## config.mk

```make
export PLATFORM = sky130hd
export DESIGN_NAME = ahkc_fifo
export DESIGN_NICKNAME = d
export VERILOG_FILES = /design/src/rtl/core/ahkc_pkg.sv /design/src/rtl/core/ahkc_fifo.sv
export SDC_FILE = /design/constraint.sdc
export NUM_CORES = 1
export LEC_CHECK = 0
export ABC_AREA = 1
export ABC_CLOCK_PERIOD_IN_PS = 1100
export BUFFER_PORTS_ARGS = -buffer_cell sky130_fd_sc_hd__buf_2
export CAP_MARGIN = 10
export CELL_PAD_IN_SITES_DETAIL_PLACEMENT = 0
export CELL_PAD_IN_SITES_GLOBAL_PLACEMENT = 1
export CORE_MARGIN = 5
export CORE_UTILIZATION = 36
export DETAILED_ROUTE_END_ITERATION = 6
export MAX_ROUTING_LAYER = met4
export PLACE_DENSITY_LB_ADDON = 0.25
export SKIP_LAST_GASP = 1
export SLEW_MARGIN = 20
export SYNTH_ARGS = -nofsm -noshare
export SYNTH_HDL_FRONTEND = slang
export SYNTH_SLANG_ARGS = --single-unit
```

## constraint.sdc

```tcl
create_clock -name aclk -period 1.1 [get_ports aclk]
set_input_delay 0.11 -clock aclk [delete_from_list [all_inputs] [get_ports aclk]]
set_output_delay 0.11 -clock aclk [all_outputs]
set_load 0.01 [all_outputs]
```

## src/rtl/core/ahkc_pkg.sv

```systemverilog
package ahkc_pkg;

    localparam int unsigned FRAC_BITS = 16;
    localparam logic [26:0] DB_PER_OCTAVE_Q24 = 27'd101008905;
    localparam logic [29:0] LOG2_TEN_OVER_20_Q32 = 30'd713378626;
    localparam logic signed [31:0] LEVEL_FLOOR_Q24 = -32'sd1677721600;
    localparam logic [30:0] GAIN_ONE_Q30 = 31'h4000_0000;

    typedef enum logic [2:0] {
        REG_THRESHOLD = 3'd0,
        REG_INV_RATIO = 3'd1,
        REG_MAKEUP    = 3'd2,
        REG_ATTACK    = 3'd3,
        REG_RELEASE   = 3'd4
    } ahkc_reg_t;

    typedef struct packed {
        logic signed [15:0] threshold_db;
        logic [15:0]        inv_ratio;
        logic [15:0]        mkup_gain;
        logic [23:0]        atk_coef;
        logic [23:0]        rel_coef;
    } ahkc_cfg_t;

    typedef struct packed {
        logic full;
        logic empty;
    } ahkc_q_status_t;

    typedef struct packed {
        logic push;
        logic pop;
    } ahkc_q_ctrl_t;

    typedef enum logic [1:0] {
        F_IDLE,
        F_LOG,
        F_SCALE,
        F_PUSH
    } ahkc_front_state_t;

    typedef enum logic [3:0] {
        B_IDLE,
        B_ENV1,
        B_ENV2,
        B_ENV3,
        B_RED,
        B_EXP,
        B_GAIN,
        B_SHIFT,
        B_MAG1,
        B_MAG2,
        B_OUT
    } ahkc_back_state_t;

    function automatic logic [63:0] isqrt64(input logic [63:0] v);
        logic [63:0] root;
        logic [63:0] rem;
        logic [63:0] bit_w;
        root = 64'd0;
        rem = v;
        bit_w = 64'd1 << 62;
        for (int i = 0; i < 32; i++) begin
            if (rem >= root + bit_w) begin
                rem = rem - (root + bit_w);
                root = (root >> 1) + bit_w;
            end else begin
                root = root >> 1;
            end
            bit_w = bit_w >> 2;
        end
        return root;
    endfunction

    function automatic logic [15:0][30:0] gain_taps();
        logic [15:0][30:0] taps;
        logic [63:0] t;
        t = isqrt64(64'd1 << 59);
        for (int k = 15; k >= 0; k--) begin
            taps[k] = t[30:0];
            t = isqrt64(t << 30);
        end
        return taps;
    endfunction

    localparam logic [15:0][30:0] GAIN_TAPS = gain_taps();

    function automatic logic [31:0] log2_q16_const(input logic [63:0] x);
        logic [63:0] m;
        logic [31:0] p;
        logic [31:0] frac;
        p = 32'd0;
        frac = 32'd0;
        for (int i = 0; i < 40; i++) begin
            if ((x >> (i + 1)) != 64'd0) begin
                p = 32'(i + 1);
            end
        end
        m = x << (30 - p);
        for (int i = 0; i < 16; i++) begin
            m = (m * m) >> 30;
            frac = frac << 1;
            if (m >= (64'd1 << 31)) begin
                frac = frac | 32'd1;
                m = m >> 1;
            end
        end
        return (p << 16) + frac;
    endfunction

endpackage

```

## src/rtl/core/ahkc_fifo.sv

```systemverilog
module ahkc_fifo #(
    parameter int WIDTH = 8
) (
    input  logic                     aclk,
    input  logic                     aresetn,
    input  ahkc_pkg::ahkc_q_ctrl_t   ctrl,
    input  logic [WIDTH-1:0]         wr_data,
    output logic [WIDTH-1:0]         rd_data,
    output ahkc_pkg::ahkc_q_status_t status
);
    import ahkc_pkg::*;

    logic [WIDTH-1:0] mem_reg [2];
    logic             wr_ptr_reg, wr_ptr_next;
    logic             rd_ptr_reg, rd_ptr_next;
    logic [1:0]       count_reg, count_next;

    always_ff @(posedge aclk) begin
        if (!aresetn) begin
            wr_ptr_reg <= 1'b0;
            rd_ptr_reg <= 1'b0;
            count_reg  <= 2'd0;
        end else begin
            wr_ptr_reg <= wr_ptr_next;
            rd_ptr_reg <= rd_ptr_next;
            count_reg  <= count_next;
        end
        if (ctrl.push) begin
            mem_reg[wr_ptr_reg] <= wr_data;
        end
    end

    always_comb begin
        wr_ptr_next = wr_ptr_reg ^ ctrl.push;
        rd_ptr_next = rd_ptr_reg ^ ctrl.pop;
        count_next = count_reg + {1'b0, ctrl.push} - {1'b0, ctrl.pop};
        status.full = (count_reg == 2'd2);
        status.empty = (count_reg == 2'd0);
        rd_data = mem_reg[rd_ptr_reg];
    end

endmodule

```

==> impl_results.md <==
- Tightest Pin Transition: 0.1891 ns
- Violated checks: negative setup slack
- CTS Sinks: 21
- WP data arrival: 1.21 ns
- Outcome: complete, but fails checks
- CTS tree: done
- P&R area growth vs syn: 47.41%
- Storage element area: 584.3 um^2
- Syn nets: 70
- Maximum fanout along the worst path: 8
- Library cells used by synthesis: 11
- Setup violations, final: 9
- Die Ht: 58.44 um
- Number of global-route vias before repair: 546
- Cell with the most instances after synthesis: edfxtp_1
- Share of the synthesized area in the top cell type: 56.89%
- Clock Latency Late Sink: 0.30 ns
- Sequential fraction of the synthesis area: 68.74%
- Max frequency: 756.8 MHz
- WP data required: 0.99 ns
- Main synth FF type: edfxtp_1
- DR vias: 523
- GP Congestion: 0.6269
- Cell row count: 17
- Layout Nets: 110
- Starting Density: 37.82%
- Startpoint types: flip-flop
- Tot GR Track Use: 9.427%
- DRT antenna net count: 0
- Critical path class: flip-flop to output port
- CTS root buffer: clkbuf_4
- Final core area utilization: 55.74%
- Syn Area/Cell: 15.64 um^2
- DP Area: 1035 um^2
- Die X: 58.44 um
- Via density: 4.322
- Layout Skew: 0.003166 ns
- Total core area: 2233 um^2
- Largest cells by area after synthesis: edfxtp_1 57%, mux2_4 14%, dfxtp_1 12%, ha_1 5.9%, inv_1 3.1%
- Async S/R FF share, synth: 0%
- Drt drc: 0
- Final Cycle Share: 120.1%
- Die ar.: 3415 um^2
- Lkg Pwr: 0.0005325 uW
- DRT met1 WL: 566 um
- H-Tree Depth: 1
- Area leader, netlist: edfxtp_1
- Hpwl dp: 998.1 um
- Highest metal used: met4
- Register bit total from synthesis: 21
- Num CTS Buffers: 3
- Yosys warns: 0
- Final worst slack: -0.2213 ns
- Largest net degree at the start of global routing: 13
- HP Class: input port to flip-flop
- WL met2: 736 um
- Post-synthesis cell area: 844.6 um^2
- Max Slew Vio Count: 0
- Post-route cell area: 1245 um^2
- Pre-antenna DRT Iters: 2
- VDD IR max: 0.9146 mV
- Share of layout cells above drive strength 1: 58.06%
- GR Overflow Total: 0
- Final Hold Viols: 0
- DRT iter0 DRCs: 2
- Worst setup EP type: output port
- Reg clk slew, reported paths: 0.11 ns
- ANT cells: 0
- First-pass GRT wire length: 2214 um
- # IOs: 22
- Max-slew headroom: 87.30%
- FILL cells: 192
- Reg-to-reg slack, setup: -0.13 ns
- Initial antenna violation count: 0
- Wire per inst: 11.73 um
- Post-synth EDFFs: 16
- Pwr Density: 1391 nW/um^2
- Port Buffers: 21
- DR WL met3: 82 um
- Syn Inst Count: 54
- Most common library cells after synthesis: 16 x edfxtp_1, 8 x mux2_4, 7 x inv_1, 6 x nor2_1, 5 x dfxtp_1
- Crit path time final: 1.321 ns
- Routed wire length: 1419 um
- Largest register FFs: 16
- CTS max path bufs: 2
- Multi-input logic area: 267.8 um^2
- RSZ-0062 raised after global routing: yes
- Total of max-cap violations: 0
==> cell usage in the layout (no fill, tap or decap), drive strengths merged <==
cell	n
buf	28
ha	4
xnor2	1
clkinv	1
a21oi	1
edfxtp	16
dlygate4sd3	8
nand2	4
nor2	6
clkbuf	3
inv	7
mux2	8
dfxtp	5
nand3	1
==> logic make-up after synthesis <==
| family | after synthesis | synth area share, % |
|---|---|---|
| adder cells (fa/ha/maj) | 4 | 5.926 |
| multiplexers | 8 | 14.22 |
| AO/OA/AOI/OAI | 1 | 0.5920 |
| AND/OR/NAND/NOR | 11 | 5.036 |
| flip-flops | 21 | 68.74 |
| XOR/XNOR | 1 | 1.037 |
| buffers and inverters | 8 | 4.445 |
==> timing repair <==
action | CTS | global route
hold buffers | 8 | 0
pin swaps | 4 | 1
gates resized for setup | 18 | 4
setup endpoints to repair | 10 | 11
setup buffers | 0 | 1
hold endpoints to repair | 16 | 0
==> area by class of cell <==
cell class                      instances  area share (%)
Multi-Input combinational cell         25           21.51
Clock inverter                          1          0.4020
Sequential cell                        21           46.93
Tap cell                               28           2.814
Timing Repair Buffer                   36           24.42
Clock buffer                            3           1.809
Inverter                                7           2.111
==> layer usage <==
layer	vias to the layer above	global-route usage (%)
met5	-	-
li1	262	-
met2	12	15.95
met4	0	7.285
met3	4	3.070
met1	245	8.678
==> metrics by stage <==
| step | setup slack, ns | power (uW) | cells | TNS (ns) | hold slack (ns) |
|---|---|---|---|---|---|
| final | -0.2213 | 1731 | 121 | -1.879 | 0.02449 |
| after detailed placement | -0.1136 | 1264 | 108 | -0.1318 | 0.3060 |
| after global routing | -0.2761 | 1831 | 121 | -2.368 | 0.02405 |
| after floorplan | -0.06459 | 1135 | 54 | -0.06459 | 0.2034 |
| after global placement | -0.06778 | 1256 | 108 | -0.06778 | 0.2992 |
| after CTS | -0.2400 | 1730 | 120 | -1.962 | 0.01959 |
==> critical path, stage by stage, from the launching register on <==
cell	delay, ns
dfxtp_2	0.36
buf_12	0.13
mux2_4	0.30
buf_6	0.12
==> power by group <==
group,switching [uW],internal (uW)
Clock,227,136
Sequential,24.7,919
Combinational,175,250
==> worst paths after layout <==
kind,from,to,depth (start not counted)
max reg2reg,count_reg[0],count_reg[1],8
min reg2reg,rd_ptr_reg,flip-flop,2
max,flip-flop,rd_data[2],3
min,aresetn,count_reg[0],3
Power figures use the tool's default switching activity.
