===== config.mk =====
export PLATFORM = sky130hd
export DESIGN_NAME = ahkc_front
export DESIGN_NICKNAME = d
export VERILOG_FILES = /design/src/rtl/core/ahkc_pkg.sv /design/src/rtl/core/ahkc_front.sv
export SDC_FILE = /design/constraint.sdc
export NUM_CORES = 2
export LEC_CHECK = 0
export BUFFER_PORTS_ARGS = -buffer_cell sky130_fd_sc_hd__buf_2
export CORE_AREA = 10 10 350 352
export CTS_CLUSTER_DIAMETER = 150
export DETAILED_ROUTE_END_ITERATION = 16
export DIE_AREA = 0 0 360 362
export PLACE_DENSITY = 0.52
export SYNTH_ARGS = -nofsm -noshare
export SYNTH_HDL_FRONTEND = slang
export SYNTH_SLANG_ARGS = --single-unit

===== constraint.sdc =====
create_clock -name aclk -period 7.5 [get_ports aclk]
set_input_delay 0.75 -clock aclk [delete_from_list [all_inputs] [get_ports aclk]]
set_output_delay 0.75 -clock aclk [all_outputs]
set_load 0.02 [all_outputs]

===== src/rtl/core/ahkc_pkg.sv =====
package ahkc_pkg;

    localparam int unsigned FRAC_BITS = 16;
    localparam logic [26:0] DB_PER_OCTAVE_Q24 = 27'd101008905;
    localparam logic [29:0] LOG2_TEN_OVER_20_Q32 = 30'd713378626;
    localparam logic signed [31:0] LEVEL_FLOOR_Q24 = -32'sd1677721600;
    localparam logic [30:0] GAIN_ONE_Q30 = 31'h4000_0000;

    typedef enum logic [2:0] {
        REG_THRESHOLD = 3'd0,
        REG_INV_RATIO = 3'd1,
        REG_MAKEUP    = 3'd2,
        REG_ATTACK    = 3'd3,
        REG_RELEASE   = 3'd4
    } ahkc_reg_t;

    typedef struct packed {
        logic signed [15:0] threshold_db;
        logic [15:0]        inv_ratio;
        logic [15:0]        mkup_gain;
        logic [23:0]        atk_coef;
        logic [23:0]        rel_coef;
    } ahkc_cfg_t;

    typedef struct packed {
        logic full;
        logic empty;
    } ahkc_q_status_t;

    typedef struct packed {
        logic push;
        logic pop;
    } ahkc_q_ctrl_t;

    typedef enum logic [1:0] {
        F_IDLE,
        F_LOG,
        F_SCALE,
        F_PUSH
    } ahkc_front_state_t;

    typedef enum logic [3:0] {
        B_IDLE,
        B_ENV1,
        B_ENV2,
        B_ENV3,
        B_RED,
        B_EXP,
        B_GAIN,
        B_SHIFT,
        B_MAG1,
        B_MAG2,
        B_OUT
    } ahkc_back_state_t;

    function automatic logic [63:0] isqrt64(input logic [63:0] v);
        logic [63:0] root;
        logic [63:0] rem;
        logic [63:0] bit_w;
        root = 64'd0;
        rem = v;
        bit_w = 64'd1 << 62;
        for (int i = 0; i < 32; i++) begin
            if (rem >= root + bit_w) begin
                rem = rem - (root + bit_w);
                root = (root >> 1) + bit_w;
            end else begin
                root = root >> 1;
            end
            bit_w = bit_w >> 2;
        end
        return root;
    endfunction

    function automatic logic [15:0][30:0] gain_taps();
        logic [15:0][30:0] taps;
        logic [63:0] t;
        t = isqrt64(64'd1 << 59);
        for (int k = 15; k >= 0; k--) begin
            taps[k] = t[30:0];
            t = isqrt64(t << 30);
        end
        return taps;
    endfunction

    localparam logic [15:0][30:0] GAIN_TAPS = gain_taps();

    function automatic logic [31:0] log2_q16_const(input logic [63:0] x);
        logic [63:0] m;
        logic [31:0] p;
        logic [31:0] frac;
        p = 32'd0;
        frac = 32'd0;
        for (int i = 0; i < 40; i++) begin
            if ((x >> (i + 1)) != 64'd0) begin
                p = 32'(i + 1);
            end
        end
        m = x << (30 - p);
        for (int i = 0; i < 16; i++) begin
            m = (m * m) >> 30;
            frac = frac << 1;
            if (m >= (64'd1 << 31)) begin
                frac = frac | 32'd1;
                m = m >> 1;
            end
        end
        return (p << 16) + frac;
    endfunction

endpackage


===== src/rtl/core/ahkc_front.sv =====
module ahkc_front #(
    parameter int SAMPLE_WIDTH = 16
) (
    input  logic                          aclk,
    input  logic                          aresetn,
    input  logic                          s_valid,
    output logic                          s_ready,
    input  logic [SAMPLE_WIDTH-1:0]       s_sample_in,
    input  ahkc_pkg::ahkc_q_status_t      q_status,
    output logic                          q_push,
    output logic signed [31:0]            q_level,
    output logic [SAMPLE_WIDTH-1:0]       q_mag,
    output logic                          q_neg
);
    import ahkc_pkg::*;

    localparam int SW = SAMPLE_WIDTH;
    localparam int PW = $clog2(SW);
    localparam int LW = PW + 16;
    localparam int PRW = LW + 29;
    localparam logic [63:0] FS = (64'd1 << (SW - 1)) - 64'd1;
    localparam logic [31:0] LOG_FS_FULL = log2_q16_const(FS);
    localparam logic [LW-1:0] LOG_FS = LOG_FS_FULL[LW-1:0];

    ahkc_front_state_t state_reg, state_next;
    logic [SW-1:0]          mag_reg, mag_next;
    logic                   neg_reg, neg_next;
    logic                   zero_reg, zero_next;
    logic [30:0]            m_reg, m_next;
    logic [15:0]            frac_reg, frac_next;
    logic [PW-1:0]          p_reg, p_next;
    logic [3:0]             cnt_reg, cnt_next;
    logic signed [PRW-1:0]  prod_reg, prod_next;

    logic [SW-1:0]          in_mag;
    logic [PW-1:0]          in_p;
    logic [SW+29:0]         in_ext;
    logic [61:0]            sq;
    logic [31:0]            sq_top;
    logic signed [LW:0]     diff;
    logic signed [PRW-1:0]  lvl_wide;

    always_ff @(posedge aclk) begin
        if (!aresetn) begin
            state_reg <= F_IDLE;
        end else begin
            state_reg <= state_next;
        end
        mag_reg  <= mag_next;
        neg_reg  <= neg_next;
        zero_reg <= zero_next;
        m_reg    <= m_next;
        frac_reg <= frac_next;
        p_reg    <= p_next;
        cnt_reg  <= cnt_next;
        prod_reg <= prod_next;
    end

    always_comb begin
        in_mag = s_sample_in[SW-1] ? (~s_sample_in + 1'b1) : s_sample_in;
        in_p = '0;
        for (int i = 0; i < SW; i++) begin
            if (in_mag[i]) begin
                in_p = PW'(i);
            end
        end
        in_ext = {in_mag, 30'd0} >> in_p;
        sq = m_reg * m_reg;
        sq_top = sq[61:30];
        diff = $signed({1'b0, p_reg, frac_reg}) - $signed({1'b0, LOG_FS});
        lvl_wide = prod_reg >>> 16;

        state_next = state_reg;
        mag_next = mag_reg;
        neg_next = neg_reg;
        zero_next = zero_reg;
        m_next = m_reg;
        frac_next = frac_reg;
        p_next = p_reg;
        cnt_next = cnt_reg;
        prod_next = prod_reg;
        s_ready = 1'b0;
        q_push = 1'b0;
        q_mag = mag_reg;
        q_neg = neg_reg;
        if (zero_reg || (lvl_wide < $signed(LEVEL_FLOOR_Q24))) begin
            q_level = LEVEL_FLOOR_Q24;
        end else begin
            q_level = lvl_wide[31:0];
        end

        unique case (state_reg)
            F_IDLE: begin
                s_ready = 1'b1;
                if (s_valid) begin
                    mag_next = in_mag;
                    neg_next = s_sample_in[SW-1];
                    zero_next = (in_mag == '0);
                    p_next = in_p;
                    m_next = in_ext[30:0];
                    frac_next = '0;
                    cnt_next = '0;
                    state_next = F_LOG;
                end
            end
            F_LOG: begin
                frac_next = {frac_reg[14:0], sq_top[31]};
                m_next = sq_top[31] ? sq_top[31:1] : sq_top[30:0];
                cnt_next = cnt_reg + 4'd1;
                if (cnt_reg == 4'd15) begin
                    state_next = F_SCALE;
                end
            end
            F_SCALE: begin
                prod_next = diff * $signed({1'b0, DB_PER_OCTAVE_Q24});
                state_next = F_PUSH;
            end
            F_PUSH: begin
                if (!q_status.full) begin
                    q_push = 1'b1;
                    state_next = F_IDLE;
                end
            end
            default: state_next = F_IDLE;
        endcase
    end

endmodule


==> flow_summary.yaml <==
sta:
  hold_viol_final: 0
  worst_pin_slew_ns: 1.162
  fin_ws_ns: -0.4131
  fin_skew_ns: 0.01004
  rsz0062_at_grt: "yes"
  clock.fmax_mhz: 126.4
  fin_crit_sh_pct: 105.5
  final.setup.tns_ns: -10.78
  slew_viol_final: 0
  period_minus_slack_ns: 7.913
  setup_viol: 32
  relSlewSlack_pct: 22.54
yosys:
  syn_area_sq_um: 40000
  synth_most_common_cell: "inv_1"
  synth_common_cells: "1158 x inv_1, 858 x fa_1, 512 x ha_1, 334 x nand2_1, 239 x and2_1"
  yosysTopAreaCell: "fa_1"
  ys_seq_area_share_pct: 8.057
  netlist_instances: 4167
  synthTopCellsByArea: "fa_1 43%, ha_1 16%, inv_1 11%, edfxtp_1 8.0%, and2_1 3.7%"
  ys_seq_elements: 108
  synth_edf_count: 106
  syn_nets: 5558
  syn_avg_cell_area_sq_um: 9.600
  yosys_most_used_dff: "edfxtp_1"
  netlist-cell-type-count: 90
  yosysWarnings: 0
  synth_top_area_share_pct: 42.94
  async_flop_share_pct: 0
die:
  die_w_microns: 360
  die_area_sq_um: 130300
  core_sq_um: 115400
  rows: 125
  initial_utilization_pct: 34.66
  io_pins: 72
  fp.dieH_microns: 362
routing:
  wl_per_cell_microns: 17.56
  ant_nets: 0
  drtIter0Drc: 1205
  vias: 29029
  remaining_drc_errors: 0
  routed_wirelength_mm: 109.4
  dr.pass1.iters: 5
  vias_per_cell: 4.660
clocking:
  tritoncts.num_buffers: 9
  holdBufCountCts: 0
  cts_buffer_depth: 2
  cts_max_level: 3
  clk_pin_slew_ns: 0.08
  cts_tree: "done"
  numClockSinks: 108
  root_buffer: "clkbuf_16"
  insertion_delay_ns: 0.39
setup_path:
  worstSetupStartpointType: "register"
  crit_start: "m_reg[15]"
  critPathRequiredTime_ns: 7.62
  r2r-end: "m_reg[23]"
  r2r_start: "m_reg[15]"
  crit_end: "m_reg[23]"
  end_kind: "register"
  critPathMaxFanout: 8
  r2r_slack_ns: -0.41
  cp.arrival_ns: 8.04
  rr_worst_depth: 26
  crit_type: "register to register"
layout:
  finish.net_count: 6092
  drive_gt1_share_pct: 20.55
  insertedDiodeCount: 0
  area_growth_pct: 21.07
  largest_reg_flops: 33
placed_design:
  gp_congestion: 0.8809
  port_buffers: 70
  dp.final_hpwl_mm: 94.28
global_routing:
  grt_pass1_vias: 31999
  grt_pass1_wl_mm: 175.4
  grt_max_degree: 52
  grt_overflow_total: 0
  antenna_found_initial: 2
  grtUsageTotal_pct: 17.01
status:
  violations: "setup timing"
  outcome: "finished with violations"
min_path:
  min_path_type: "register to register"
run:
  drv_cap: 0
==> per-layer routing <==
metal,track usage [%],vias to the layer above,share of wire (%)
met5,0,-,0
met1,21.76,14712,43
met2,30.79,415,51
li1,-,13786,-
met4,3.641,0,2.1
met3,1.745,116,3.5
==> layout by cell type, fill, tap and decap left out, drive strengths merged, types with 11 or more instances in the layout <==
| cell type | netlist | routed |
|---|---|---|
| o211ai | 22 | 22 |
| o21a | 11 | 11 |
| nand2 | 335 | 335 |
| nor3 | 27 | 27 |
| xnor2 | 62 | 62 |
| and3 | 17 | 17 |
| or3 | 11 | 11 |
| a21o | 46 | 46 |
| and2 | 240 | 240 |
| nor2b | 24 | 24 |
| a21oi | 101 | 101 |
| xor2 | 50 | 50 |
| edfxtp | 106 | 106 |
| a31oi | 20 | 20 |
| a211oi | 18 | 18 |
| o21ai | 63 | 63 |
| nand4 | 22 | 22 |
| nand2b | 17 | 17 |
| inv | 1160 | 1160 |
| nor2 | 101 | 101 |
| o21bai | 12 | 12 |
| nand3 | 33 | 33 |
| buf | 13 | 657 |
| fa | 858 | 858 |
| ha | 512 | 512 |
| mux2i | 18 | 18 |
==> kinds of logic after synthesis <==
kind of cell,count (synthesis),synth area share [%]
adders and majority gates,1370,58.95
and+or+nand+nor,864,10.82
DFF,108,8.057
muxes,21,0.5630
xor gates and xnor gates,112,2.490
AOI/OAI and AO/OA,396,6.884
buffers and inverters,1296,12.24
==> per-stage QoR <==
step / hold slack [ns] / area (sq um) / cells / setup WS [ns] / utilization [%]
global route: 0.5860 / 48430 / 6230 / -0.7221 / 41.96
CTS: 0.5518 / 47950 / 6222 / -0.3845 / 41.54
detailed placement: 0.5418 / 46180 / 6158 / -0.7768 / 40.01
finish: 0.5471 / 48430 / 6230 / -0.4131 / 41.96
global placement: 0.5315 / 46180 / 6158 / -0.8077 / 40.01
floorplan: 0.5074 / 40090 / 4167 / 0.00006795 / -
==> worst max-delay path, stage by stage (launching register included) <==
cell and delay (ns):
edfxtp_1 0.48, buf_6 0.18, buf_4 0.17, and2_1 0.16, fa_2 0.56, fa_1 0.46, fa_1 0.53, inv_1 0.06
fa_1 0.47, inv_1 0.05, fa_1 0.47, fa_1 0.57, fa_1 0.46, fa_1 0.59, ha_4 0.24, o21ai_0 0.24
a21oi_1 0.14, o21ai_2 0.20, a31oi_4 0.13, o22ai_4 0.25, o211ai_1 0.20, a211o_1 0.32, o211ai_1 0.11, buf_4 0.21
buf_4 0.12, mux2i_1 0.18, mux2i_1 0.09
==> timing repair <==
action / 4_1_cts / 5_1_grt
pin swaps: 109 / 111
endpoints found under the setup margin: 40 / 44
gates cloned: 3 / 0
setup buffers: 47 / 12
gates resized for setup: 228 / 104
==> how the worst min path moves through the flow <==
stage,start,end,slack (ns),cells after the start
2_1_floorplan,state_reg[0],state_reg[0],0.51,2
3_3_place_gp,state_reg[0],state_reg[0],0.53,2
3_5_place_dp,state_reg[0],state_reg[0],0.54,2
4_1_cts,state_reg[0],state_reg[0],0.55,2
5_1_grt,state_reg[0],state_reg[0],0.59,2
6_report,state_reg[0],state_reg[0],0.55,2
==> cell type report <==
cell class | instances | area, sq um
Tap cell | 1524 | 1907
Sequential cell | 108 | 3223
Clock inverter | 6 | 96.34
Clock buffer | 10 | 229.0
Timing Repair Buffer | 657 | 5470
Fill cell | 11451 | 66990
Inverter | 1162 | 4392
Multi-Input combinational cell | 2763 | 33120
Power is left out: the tool's default activity adds up to more than one toggle a clock period on the data nets, which glitch-free logic cannot reach.
